$ cat config.mk
export PLATFORM = sky130hd
export DESIGN_NAME = stun_message_parser
export DESIGN_NICKNAME = d
export VERILOG_FILES = /design/src/rtl/smp_pkg.sv /design/src/rtl/smp_parse.sv /design/src/rtl/smp_out.sv /design/src/rtl/stun_message_parser.sv
export VERILOG_INCLUDE_DIRS = /design/src /design/src/rtl
export SDC_FILE = /design/constraint.sdc
export NUM_CORES = 1
export LEC_CHECK = 0
export BUFFER_PORTS_ARGS = -buffer_cell sky130_fd_sc_hd__buf_2
export CORE_MARGIN = 2
export CORE_UTILIZATION = 60
export DETAILED_ROUTE_END_ITERATION = 7
export GPL_ROUTABILITY_DRIVEN = 0
export MAX_ROUTING_LAYER = met4
export PLACE_DENSITY = 0.81
export SYNTH_ARGS = -nofsm -noshare
export SYNTH_HDL_FRONTEND = slang
export SYNTH_HIERARCHICAL = 1
export SYNTH_SLANG_ARGS = --single-unit
$ cat constraint.sdc
create_clock -name aclk -period 8.8 [get_ports aclk]
set_clock_uncertainty 0.1 [all_clocks]
set_input_delay 0.88 -clock aclk [delete_from_list [all_inputs] [get_ports aclk]]
set_output_delay 0.88 -clock aclk [all_outputs]
set_load 0.03 [all_outputs]
$ cat src/rtl/stun_message_parser_macros.svh
// Assertion macros shared by the STUN message parser modules.
// Each module that uses them must have aclk and aresetn in scope.
`ifndef STUN_MESSAGE_PARSER_MACROS_SVH
`define STUN_MESSAGE_PARSER_MACROS_SVH

// Same-cycle implication, checked outside reset.
`define SMP_ASSERT_IMP(lbl, ante, cons, msg) \
    lbl: assert property (@(posedge aclk) disable iff (!aresetn) (ante) |-> (cons)) \
        else $error(msg);

// Next-cycle implication, checked outside reset.
`define SMP_ASSERT_NXT(lbl, ante, cons, msg) \
    lbl: assert property (@(posedge aclk) disable iff (!aresetn) (ante) |=> (cons)) \
        else $error(msg);

`endif

$ cat src/rtl/smp_pkg.sv
// Package of the STUN message parser: result codes, attribute codes and
// the structs passed between the parse stage and the output stage. No dependencies.
`default_nettype none

package smp_pkg;

    localparam int SMP_IN_W   = 24;
    localparam int SMP_OUT_W  = 176;
    localparam int SMP_ADDR_W = 3;

    // Result kinds.
    localparam logic [1:0] KIND_SUMMARY = 2'd0;
    localparam logic [1:0] KIND_OTHER   = 2'd1;
    localparam logic [1:0] KIND_LOCAL   = 2'd2;
    localparam logic [1:0] KIND_REMOTE  = 2'd3;

    // Summary status codes.
    localparam logic [1:0] STATUS_OK       = 2'd0;
    localparam logic [1:0] STATUS_SHORT    = 2'd1;
    localparam logic [1:0] STATUS_MISMATCH = 2'd2;
    localparam logic [1:0] STATUS_OVERRUN  = 2'd3;

    // Attribute types.
    localparam logic [15:0] ATTR_USERNAME    = 16'h0006;
    localparam logic [15:0] ATTR_XOR_MAPPED  = 16'h0020;
    localparam logic [15:0] ATTR_USE_CAND    = 16'h0025;
    localparam logic [15:0] ATTR_CONTROLLED  = 16'h8029;
    localparam logic [15:0] ATTR_CONTROLLING = 16'h802A;

    localparam logic [31:0] STUN_COOKIE = 32'h2112A442;
    localparam logic [7:0]  CHAR_COLON  = 8'h3A;

    // Configuration register index.
    localparam logic REG_DECODE_MAPPED = 1'b0;

    typedef struct packed {
        logic [1:0]  status;
        logic [15:0] msg_type;
        logic [31:0] txn_id_high;
        logic [63:0] txn_id_low;
        logic        use_cand;
        logic        role_controlled;
        logic        role_controlling;
        logic [15:0] xor_port;
        logic [31:0] xor_addr;
        logic        mapped_valid;
    } smp_summary_t;

    typedef struct packed {
        logic         usr_valid;
        logic [1:0]   usr_kind;
        logic [7:0]   usr_byte;
        logic         sum_valid;
        smp_summary_t summary;
    } smp_result_t;

endpackage

`default_nettype wire

$ cat src/rtl/smp_parse.sv
// Per-datagram parse state and the per-byte state update of the STUN parser.
// Depends on smp_pkg and the parser assertion macros.
`default_nettype none
`include "stun_message_parser_macros.svh"

module smp_parse (
    input  wire logic                 aclk,
    input  wire logic                 aresetn,
    input  wire logic                 item_valid,
    input  wire logic [7:0]           item_byte,
    input  wire logic [15:0]          item_len,
    input  wire logic                 item_last,
    input  wire logic                 decode_mapped,
    output smp_pkg::smp_result_t      result
);
    import smp_pkg::*;

    typedef enum logic [2:0] {
        PH_HEADER,
        PH_ATTR_HDR,
        PH_VALUE,
        PH_PAD,
        PH_DONE
    } phase_t;

    phase_t       phase_reg,    phase_next;
    logic [15:0]  pos_reg,      pos_next;
    logic [15:0]  htype_reg,    htype_next;
    logic [15:0]  hlen_reg,     hlen_next;
    logic [31:0]  txn_hi_reg,   txn_hi_next;
    logic [63:0]  txn_lo_reg,   txn_lo_next;
    logic [15:0]  atype_reg,    atype_next;
    logic [15:0]  alen_reg,     alen_next;
    logic [16:0]  aoff_reg,     aoff_next;
    logic [1:0]   tok_reg,      tok_next;
    logic         in_tok_reg,   in_tok_next;
    logic         nul_reg,      nul_next;
    logic [1:0]   err_reg,      err_next;
    logic [2:0]   role_reg,     role_next;
    logic [48:0]  mapped_reg,   mapped_next;
    logic         mact_reg,     mact_next;

    logic [16:0]  consumed;
    logic [16:0]  aoff_inc;
    logic [16:0]  remain;
    logic [1:0]   pad_len;
    logic         room4;
    logic         usr_v;
    logic [1:0]   usr_kind;
    logic [1:0]   st;
    smp_summary_t summ;

    always_comb begin
        consumed = {1'b0, pos_reg} + 17'd1;
        aoff_inc = aoff_reg + 17'd1;
        remain   = {1'b0, item_len} - consumed;
        pad_len  = 2'd0 - alen_reg[1:0];
        // At least four bytes remain after this one: another attribute header fits.
        room4    = {2'b00, item_len} >= ({1'b0, consumed} + 18'd4);

        phase_next  = phase_reg;
        pos_next    = (pos_reg != 16'hFFFF) ? pos_reg + 16'd1 : pos_reg;
        htype_next  = htype_reg;
        hlen_next   = hlen_reg;
        txn_hi_next = txn_hi_reg;
        txn_lo_next = txn_lo_reg;
        atype_next  = atype_reg;
        alen_next   = alen_reg;
        aoff_next   = aoff_reg;
        tok_next    = tok_reg;
        in_tok_next = in_tok_reg;
        nul_next    = nul_reg;
        err_next    = err_reg;
        role_next   = role_reg;
        mapped_next = mapped_reg;
        mact_next   = mact_reg;
        usr_v       = 1'b0;
        usr_kind    = KIND_OTHER;

        if (phase_reg == PH_HEADER) begin
            if (pos_reg < 16'd2) begin
                htype_next = {htype_reg[7:0], item_byte};
            end else if (pos_reg < 16'd4) begin
                hlen_next = {hlen_reg[7:0], item_byte};
            end else if (pos_reg >= 16'd8 && pos_reg < 16'd12) begin
                txn_hi_next = {txn_hi_reg[23:0], item_byte};
            end else if (pos_reg >= 16'd12 && pos_reg < 16'd20) begin
                txn_lo_next = {txn_lo_reg[55:0], item_byte};
            end
            if (pos_reg >= 16'd19) begin
                if (item_len < 16'd20) begin
                    err_next   = STATUS_SHORT;
                    phase_next = PH_DONE;
                end else if ({1'b0, item_len} != 17'd20 + {1'b0, hlen_next}) begin
                    err_next   = STATUS_MISMATCH;
                    phase_next = PH_DONE;
                end else begin
                    aoff_next  = '0;
                    phase_next = room4 ? PH_ATTR_HDR : PH_DONE;
                end
            end
        end else if (phase_reg != PH_DONE && pos_reg >= item_len) begin
            // Bytes beyond the stated datagram length are ignored.
            phase_next = PH_DONE;
        end else begin
            unique case (phase_reg)
                PH_ATTR_HDR: begin
                    if (aoff_reg < 17'd2) begin
                        atype_next = {atype_reg[7:0], item_byte};
                    end else begin
                        alen_next = {alen_reg[7:0], item_byte};
                    end
                    aoff_next = aoff_inc;
                    if (aoff_inc >= 17'd4) begin
                        aoff_next = '0;
                        if (remain < {1'b0, alen_next}) begin
                            err_next   = STATUS_OVERRUN;
                            phase_next = PH_DONE;
                        end else begin
                            mact_next = 1'b0;
                            unique case (atype_next)
                                ATTR_USERNAME: begin
                                    tok_next    = '0;
                                    in_tok_next = 1'b0;
                                    nul_next    = 1'b0;
                                end
                                ATTR_USE_CAND:    role_next = role_reg | 3'b001;
                                ATTR_CONTROLLED:  role_next = role_reg | 3'b010;
                                ATTR_CONTROLLING: role_next = role_reg | 3'b100;
                                ATTR_XOR_MAPPED: begin
                                    if (decode_mapped) begin
                                        mapped_next = {1'b1, 48'd0};
                                        mact_next   = 1'b1;
                                    end
                                end
                                default: begin
                                end
                            endcase
                            if (alen_next != 16'd0) begin
                                phase_next = PH_VALUE;
                            end else begin
                                phase_next = room4 ? PH_ATTR_HDR : PH_DONE;
                            end
                        end
                    end
                end
                PH_VALUE: begin
                    if (atype_reg == ATTR_USERNAME) begin
                        usr_v = 1'b1;
                        if (nul_reg || item_byte == 8'd0) begin
                            nul_next = 1'b1;
                            usr_kind = KIND_OTHER;
                        end else if (item_byte == CHAR_COLON) begin
                            // Repeated and leading colons do not open a new token.
                            if (in_tok_reg) begin
                                in_tok_next = 1'b0;
                                if (tok_reg < 2'd2) begin
                                    tok_next = tok_reg + 2'd1;
                                end
                            end
                            usr_kind = KIND_OTHER;
                        end else begin
                            in_tok_next = 1'b1;
                            if (tok_reg == 2'd0) begin
                                usr_kind = KIND_LOCAL;
                            end else if (tok_reg == 2'd1) begin
                                usr_kind = KIND_REMOTE;
                            end else begin
                                usr_kind = KIND_OTHER;
                            end
                        end
                    end
                    if (mact_reg && aoff_reg >= 17'd2 && aoff_reg < 17'd8) begin
                        case (aoff_reg[2:0])
                            3'd2:    mapped_next[47:40] = item_byte;
                            3'd3:    mapped_next[39:32] = item_byte;
                            3'd4:    mapped_next[31:24] = item_byte;
                            3'd5:    mapped_next[23:16] = item_byte;
                            3'd6:    mapped_next[15:8]  = item_byte;
                            default: mapped_next[7:0]   = item_byte;
                        endcase
                    end
                    aoff_next = aoff_inc;
                    if (aoff_inc >= {1'b0, alen_reg}) begin
                        aoff_next = '0;
                        if (pad_len != 2'd0) begin
                            phase_next = PH_PAD;
                        end else begin
                            phase_next = room4 ? PH_ATTR_HDR : PH_DONE;
                        end
                    end
                end
                PH_PAD: begin
                    aoff_next = aoff_inc;
                    if (aoff_inc >= {15'd0, pad_len}) begin
                        aoff_next  = '0;
                        phase_next = room4 ? PH_ATTR_HDR : PH_DONE;
                    end
                end
                default: begin
                end
            endcase
        end

        // Summary, built from the state as updated by this byte.
        st = err_next;
        if (item_len < 16'd20) begin
            st = STATUS_SHORT;
        end else if (st == STATUS_OK && consumed != {1'b0, item_len}) begin
            st = STATUS_MISMATCH;
        end
        summ = '0;
        summ.status = st;
        if (st != STATUS_SHORT) begin
            summ.msg_type    = htype_next;
            summ.txn_id_high = txn_hi_next;
            summ.txn_id_low  = txn_lo_next;
        end
        if (st == STATUS_OK || st == STATUS_OVERRUN) begin
            summ.use_cand         = role_next[0];
            summ.role_controlled  = role_next[1];
            summ.role_controlling = role_next[2];
            if (mapped_next[48]) begin
                summ.xor_port     = mapped_next[47:32] ^ STUN_COOKIE[31:16];
                summ.xor_addr     = mapped_next[31:0] ^ STUN_COOKIE;
                summ.mapped_valid = 1'b1;
            end
        end

        result.usr_valid = item_valid && usr_v;
        result.usr_kind  = usr_kind;
        result.usr_byte  = item_byte;
        result.sum_valid = item_valid && item_last;
        result.summary   = summ;

        // The final byte of a datagram leaves clean state for the next one.
        if (item_last) begin
            phase_next  = PH_HEADER;
            pos_next    = '0;
            htype_next  = '0;
            hlen_next   = '0;
            txn_hi_next = '0;
            txn_lo_next = '0;
            atype_next  = '0;
            alen_next   = '0;
            aoff_next   = '0;
            tok_next    = '0;
            in_tok_next = 1'b0;
            nul_next    = 1'b0;
            err_next    = STATUS_OK;
            role_next   = '0;
            mapped_next = '0;
            mact_next   = 1'b0;
        end
    end

    always_ff @(posedge aclk) begin
        if (!aresetn) begin
            phase_reg  <= PH_HEADER;
            pos_reg    <= '0;
            htype_reg  <= '0;
            hlen_reg   <= '0;
            txn_hi_reg <= '0;
            txn_lo_reg <= '0;
            atype_reg  <= '0;
            alen_reg   <= '0;
            aoff_reg   <= '0;
            tok_reg    <= '0;
            in_tok_reg <= 1'b0;
            nul_reg    <= 1'b0;
            err_reg    <= STATUS_OK;
            role_reg   <= '0;
            mapped_reg <= '0;
            mact_reg   <= 1'b0;
        end else if (item_valid) begin
            phase_reg  <= phase_next;
            pos_reg    <= pos_next;
            htype_reg  <= htype_next;
            hlen_reg   <= hlen_next;
            txn_hi_reg <= txn_hi_next;
            txn_lo_reg <= txn_lo_next;
            atype_reg  <= atype_next;
            alen_reg   <= alen_next;
            aoff_reg   <= aoff_next;
            tok_reg    <= tok_next;
            in_tok_reg <= in_tok_next;
            nul_reg    <= nul_next;
            err_reg    <= err_next;
            role_reg   <= role_next;
            mapped_reg <= mapped_next;
            mact_reg   <= mact_next;
        end
    end

    `SMP_ASSERT_NXT(a_clear_after_last, item_valid && item_last,
                    pos_reg == 16'd0 && phase_reg == PH_HEADER && err_reg == STATUS_OK,
                    "parse state not cleared after the last byte")
    `SMP_ASSERT_IMP(a_mapped_needs_valid, mact_reg, mapped_reg[48],
                    "mapped decode active without the valid mark")
    `SMP_ASSERT_IMP(a_header_no_error, phase_reg == PH_HEADER, err_reg == STATUS_OK,
                    "error recorded while still in the header")

endmodule

`default_nettype wire

$ cat src/rtl/smp_out.sv
// Result stage of the STUN parser: holds the username result and the summary
// of one byte and hands them out in order. Depends on smp_pkg and the macros.
`default_nettype none
`include "stun_message_parser_macros.svh"

module smp_out (
    input  wire logic                          aclk,
    input  wire logic                          aresetn,
    input  wire logic                          load,
    input  wire smp_pkg::smp_result_t          result,
    output logic                               free,
    output logic                               m_tvalid,
    input  wire logic                          m_tready,
    output logic [smp_pkg::SMP_OUT_W-1:0]      m_tdata,
    output logic [1:0]                         m_tuser
);
    import smp_pkg::*;

    logic         usr_v_reg;
    logic [1:0]   usr_kind_reg;
    logic [7:0]   usr_byte_reg;
    logic         sum_v_reg;
    smp_summary_t sum_reg;
    smp_summary_t shown;
    logic [7:0]   shown_byte;
    logic         take;

    assign m_tvalid = usr_v_reg || sum_v_reg;
    assign take     = m_tvalid && m_tready;
    // Empty now, or the one remaining result leaves this cycle.
    assign free     = !m_tvalid || (m_tready && (usr_v_reg ^ sum_v_reg));

    always_comb begin
        if (usr_v_reg) begin
            shown      = '0;
            shown_byte = usr_byte_reg;
            m_tuser    = usr_kind_reg;
        end else begin
            shown      = sum_reg;
            shown_byte = 8'd0;
            m_tuser    = KIND_SUMMARY;
        end
        m_tdata = {2'b00, shown.mapped_valid, shown.xor_addr, shown.xor_port,
                   shown.role_controlling, shown.role_controlled, shown.use_cand,
                   shown.txn_id_low, shown.txn_id_high, shown.msg_type,
                   shown.status, shown_byte};
    end

    always_ff @(posedge aclk) begin
        if (!aresetn) begin
            usr_v_reg <= 1'b0;
            sum_v_reg <= 1'b0;
        end else if (load) begin
            usr_v_reg <= result.usr_valid;
            sum_v_reg <= result.sum_valid;
        end else if (take) begin
            if (usr_v_reg) begin
                usr_v_reg <= 1'b0;
            end else begin
                sum_v_reg <= 1'b0;
            end
        end
    end

    always_ff @(posedge aclk) begin
        if (load) begin
            usr_kind_reg <= result.usr_kind;
            usr_byte_reg <= result.usr_byte;
            sum_reg      <= result.summary;
        end
    end

    `SMP_ASSERT_IMP(a_load_when_free, load, free, "result stage loaded while occupied")
    `SMP_ASSERT_IMP(a_user_kind, usr_v_reg, usr_kind_reg != KIND_SUMMARY,
                    "username result carries the summary kind")
    `SMP_ASSERT_NXT(a_summary_kept, usr_v_reg && sum_v_reg && !load, sum_v_reg,
                    "summary lost behind a username result")

endmodule

`default_nettype wire

$ cat src/rtl/stun_message_parser.sv
// STUN message parser: an accepted input byte passes the input register, then the
// result register, before its first result appears on the m_ side.
// Throughput is one byte per cycle unless m_tready stalls; a byte that yields both
// a username result and the summary is handed out as two results, stalling the input.
// aresetn is synchronous and active low; it clears the parse state to the header
// phase, empties both stages and sets the mapped-address decode register to 1.
`default_nettype none

module stun_message_parser (
    input  wire logic                             aclk,
    input  wire logic                             aresetn,
    // s_tdata: data_byte [7:0], datagram_len [23:8]
    input  wire logic                             s_tvalid,
    output logic                                  s_tready,
    input  wire logic [smp_pkg::SMP_IN_W-1:0]     s_tdata,
    input  wire logic                             s_tlast,
    // m_tdata: user_byte [7:0], status [9:8], msg_type [25:10],
    // txn_id_high [57:26], txn_id_low [121:58], use_cand [122],
    // role_controlled [123], role_controlling [124], xor_port [140:125],
    // xor_addr [172:141], mapped_valid [173], zero [175:174]
    output logic                                  m_tvalid,
    input  wire logic                             m_tready,
    output logic [smp_pkg::SMP_OUT_W-1:0]         m_tdata,
    // m_tuser: out_kind [1:0]
    output logic [1:0]                            m_tuser,
    input  wire logic                             psel,
    input  wire logic                             penable,
    input  wire logic                             pwrite,
    input  wire logic [smp_pkg::SMP_ADDR_W-1:0]   paddr,
    input  wire logic [31:0]                      pwdata,
    output logic [31:0]                           prdata,
    output logic                                  pready
);
    import smp_pkg::*;

    logic        in_v_reg;
    logic [7:0]  in_byte_reg;
    logic [15:0] in_len_reg;
    logic        in_last_reg;
    logic        decode_reg;
    logic        free;
    logic        advance;
    smp_result_t result;

    assign pready   = 1'b1;
    assign advance  = in_v_reg && free;
    assign s_tready = !in_v_reg || free;
    assign prdata   = (paddr[2] == REG_DECODE_MAPPED) ? {31'd0, decode_reg} : 32'd0;

    always_ff @(posedge aclk) begin
        if (!aresetn) begin
            decode_reg <= 1'b1;
        end else if (psel && penable && pwrite && pready
                     && paddr[2] == REG_DECODE_MAPPED) begin
            decode_reg <= pwdata[0];
        end
    end

    always_ff @(posedge aclk) begin
        if (!aresetn) begin
            in_v_reg <= 1'b0;
        end else if (s_tready) begin
            in_v_reg <= s_tvalid;
        end
    end

    always_ff @(posedge aclk) begin
        if (s_tvalid && s_tready) begin
            in_byte_reg <= s_tdata[7:0];
            in_len_reg  <= s_tdata[23:8];
            in_last_reg <= s_tlast;
        end
    end

    smp_parse u_parse (
        .aclk          (aclk),
        .aresetn       (aresetn),
        .item_valid    (advance),
        .item_byte     (in_byte_reg),
        .item_len      (in_len_reg),
        .item_last     (in_last_reg),
        .decode_mapped (decode_reg),
        .result        (result)
    );

    smp_out u_out (
        .aclk     (aclk),
        .aresetn  (aresetn),
        .load     (advance),
        .result   (result),
        .free     (free),
        .m_tvalid (m_tvalid),
        .m_tready (m_tready),
        .m_tdata  (m_tdata),
        .m_tuser  (m_tuser)
    );

endmodule

`default_nettype wire
==> summary.txt <==
STA
  • Count of final setup violators: 0
  • Final period util: 91.7%
  • Unrepaired setup endpoints after global routing: no
  • Worst slew pin tran: 1.28 ns
  • Post-layout minimum cycle time: 8.07 ns
  • Worst slew margin: 14.3%
  • Setup TNS: 0 ns
  • Final Slew Violations: 0
  • Final worst slack: 0.729 ns
  • Fmax: 124 MHz
  • Final Hold Vio Count: 0

Detailed routing
  • Vias: 22,000
  • Wire per inst: 19.3 um
  • Vias per std cell: 6.30
  • DRC viols: 3
  • Routed wire length: 67,200 um
  • Remaining antenna violation count: 0
  • Initial DRC count: 2,673
  • DRT Pass-1 Iters: 8

Global routing
  • Global-route wire length before repair: 107,000 um
  • Number of global-route vias before repair: 20,600
  • Antenna violations before repair: 0
  • Largest net degree at the start of global routing: 134
  • Gr usage total: 30.8%
  • Grt ovf: 0

Yosys
  • Synth top area share: 24.1%
  • Ys flop type: dfxtp_1
  • Cell count after synthesis: 2,860
  • #FFs+latches synth: 460
  • Top cell type by total area after synthesis: edfxtp_1
  • Ranking of synthesized cells by area: edfxtp_1, dfxtp_1, a21oi_1, nand2_1, nor2_1
  • Async set-reset flop share out of synthesis: 0%
  • Yosys warnings: 6
  • Syn_area_per_cell: 8.77 um^2
  • Yosys cell types: 98
  • Seq/Total Area, Yosys: 44.7%
  • Post-Syn Area: 0.0251 mm^2
  • Count of flip-flops with a built-in enable after synthesis: 201

Critical path
  • CP Launch Type: flop
  • Max FO, Critical Path: 64
  • RR Endpoint: u_out/sum_reg[95]
  • Critical Path End Type: flop
  • Crit path DAT: 8.30 ns
  • Worst path bufs/invs: 1
  • R2R depth: 28
  • R2r setup slk: 0.73 ns
  • Required @ worst endpoint: 9.03 ns
  • Reg-to-Reg Start: u_parse/pos_reg[1]
  • Setup CP Type: reg2reg
  • CP max-delay cell: dfxtp_1
  • CP peak stage delay: 0.60 ns
  • Top cell family by delay on the critical path: compound AO/OA/AOI/OAI gates

Power and ir drop
  • Leakage: 0.0105 uW
  • Pwr Density: 166 mW/mm^2
  • Peak VDD IR: 0.000154 V

Floorplanning
  • Die height: 208 um
  • # rows: 74
  • Initial Util: 61.1%
  • # IOs: 280
  • Die X-Extent: 208 um
  • Die Area: 0.0434 mm^2
  • Core footprint: 0.0410 mm^2

Clock network
  • Cts bufs inserted: 46
  • CTS tree: done
  • Clock Tree Buf Depth: 3
  • CTS H-tree lvls: 2
  • # hold bufs at CTS: 0
  • # resized after CTS: 0
  • Post CTS Setup Buffer Count: 0
  • Clock transition at path regs: 0.06 ns
  • CTS Root Cell: clkbuf_16
  • Clock latency on the worst-skew pair: 0.59 ns
  • Sink Count: 460

Finish
  • Number of diodes: 0
  • Share of cells above drive strength 1: 12.2%
  • Fillers: 3,187
  • Nets: 3,078
  • Fin area: 0.0275 mm^2
  • FF+latch area: 0.0112 mm^2
  • Layout area overhead: 9.72%
  • Post-layout util: 67.1%
  • Max reg flops: 166
  • Footprint of the multi-input gates: 0.0125 mm^2

Outcome
  • Status: complete, but fails checks
  • Failing checks: DRC

Worst hold path
  • Min-delay worst type: in2reg
  • HP Start: s_tdata[12]
  • Hold Path Depth: 1
  • Endpoint of the worst hold path: in_len_reg[4]

Placement
  • PortBufs: 212
  • Post-DP Area: 0.0260 mm^2
  • Worst slack, placed: 0.966 ns
  • Detailed-placement wirelength estimate: 43,300 um

Job
  • Max-cap check violation count: 0
## kinds of logic (layout without fill, tap and decap cells)
kind of cell               count (synthesis)  count (layout)  share of synthesized area, %
and+or+nand+nor                         1195            1195                          23.3
AOI/OAI and AO/OA                        660             660                          17.1
DFF                                      460             460                          44.7
buffers and inverters                    337             404                          6.04
adders and majority gates                 93              93                          4.64
xor gates and xnor gates                  91              91                          3.21
muxes                                     21              21                         0.948
other                                      3              34                        0.0449
## cells in the mapped netlist (9+ instances only)
library cell,count
nand2b_1,12
inv_1,75
nand4_1,45
a21oi_1,275
or3_1,9
a211oi_1,23
a22o_1,11
edfxtp_1,201
o211ai_1,11
or4_1,10
o22ai_1,9
o21a_1,14
a31oi_1,9
nand3_1,94
o31ai_1,13
buf_2,43
ha_1,89
o21ai_1,14
buf_1,9
nand2_1,344
nor3_1,53
mux2i_1,17
nor2b_1,181
a21o_1,16
a32oi_1,27
and3_1,25
and2_1,23
nor4_1,26
dfxtp_1,259
and4_1,12
buf_4,44
nor2_1,313
o21ai_0,49
a22oi_1,124
xor2_1,27
xnor2_1,63
clkbuf_1,160
## per-layer routing
metal	up-vias	track usage [%]	routed length, um
met5	-	-	0
met4	0	12.6	2620
met3	189	4.83	6320
met2	1214	48.1	31100
met1	10400	40.2	27100
li1	10200	-	-
## cells in the final DEF (no fill, tap or decap), types with 10 or more instances in the layout
master,synthesis,routed
conb_1,3,34
nor2_1,313,311
and4_1,12,12
nor4_1,26,26
a32oi_1,27,27
and2_1,23,22
nor2b_1,181,180
mux2i_1,17,17
inv_1,75,75
a21o_1,16,16
ha_1,89,88
o21ai_1,14,11
xor2_1,27,27
a211oi_1,23,23
nand4_1,45,45
a22oi_1,124,124
edfxtp_1,201,201
a21oi_1,275,275
clkbuf_1,160,16
o31ai_1,13,13
dfxtp_1,259,258
nand2b_1,12,11
xnor2_1,63,63
o21a_1,14,14
buf_2,43,212
nor3_1,53,52
nand2_1,344,344
a22o_1,11,11
clkbuf_16,0,48
o21ai_0,49,48
nand3_1,94,94
o211ai_1,11,11
or4_1,10,10
buf_4,44,30
and3_1,25,25
## worst max path at each step
stage	startpoint	end	slack [ns]	depth (start not counted)
2_1_floorplan	u_out/usr_v_reg	u_parse/hlen_reg[10]	1.21	15
3_3_place_gp	u_parse/pos_reg[1]	u_out/sum_reg[100]	1.17	25
3_5_place_dp	u_parse/pos_reg[1]	u_out/sum_reg[69]	0.97	25
4_1_cts	u_parse/pos_reg[1]	u_out/sum_reg[78]	0.91	25
5_1_grt	u_parse/pos_reg[1]	u_out/sum_reg[73]	0.27	25
6_report	u_parse/pos_reg[1]	u_out/sum_reg[95]	0.73	28
## final cells by class
type	instances	share of cell area [%]
Multi-Input combinational cell	2094	45.5
Sequential cell	460	40.8
Clock buffer	73	5.03
Timing Repair Buffer	243	4.75
Tap cell	532	2.42
Inverter	76	1.05
Clock inverter	12	0.418
## per-stage QoR
| step | hold slack (ns) | power, uW | instances |
|---|---|---|---|
| 2_1_floorplan | 0.337 | 2570 | 2891 |
| 3_3_place_gp | 0.348 | 2640 | 3405 |
| 3_5_place_dp | 0.359 | 2640 | 3405 |
| 4_1_cts | 0.340 | 4570 | 3490 |
| 5_1_grt | 0.344 | 4690 | 3490 |
| 6_report | 0.362 | 4560 | 3490 |
## where the power goes
group | internal [uW] | switching, uW
logic | 89.8 | 239
registers | 2250 | 23.2
clock network | 1120 | 841
total | 3460 | 1100
Note: power is estimated with default switching activity, not from simulation.
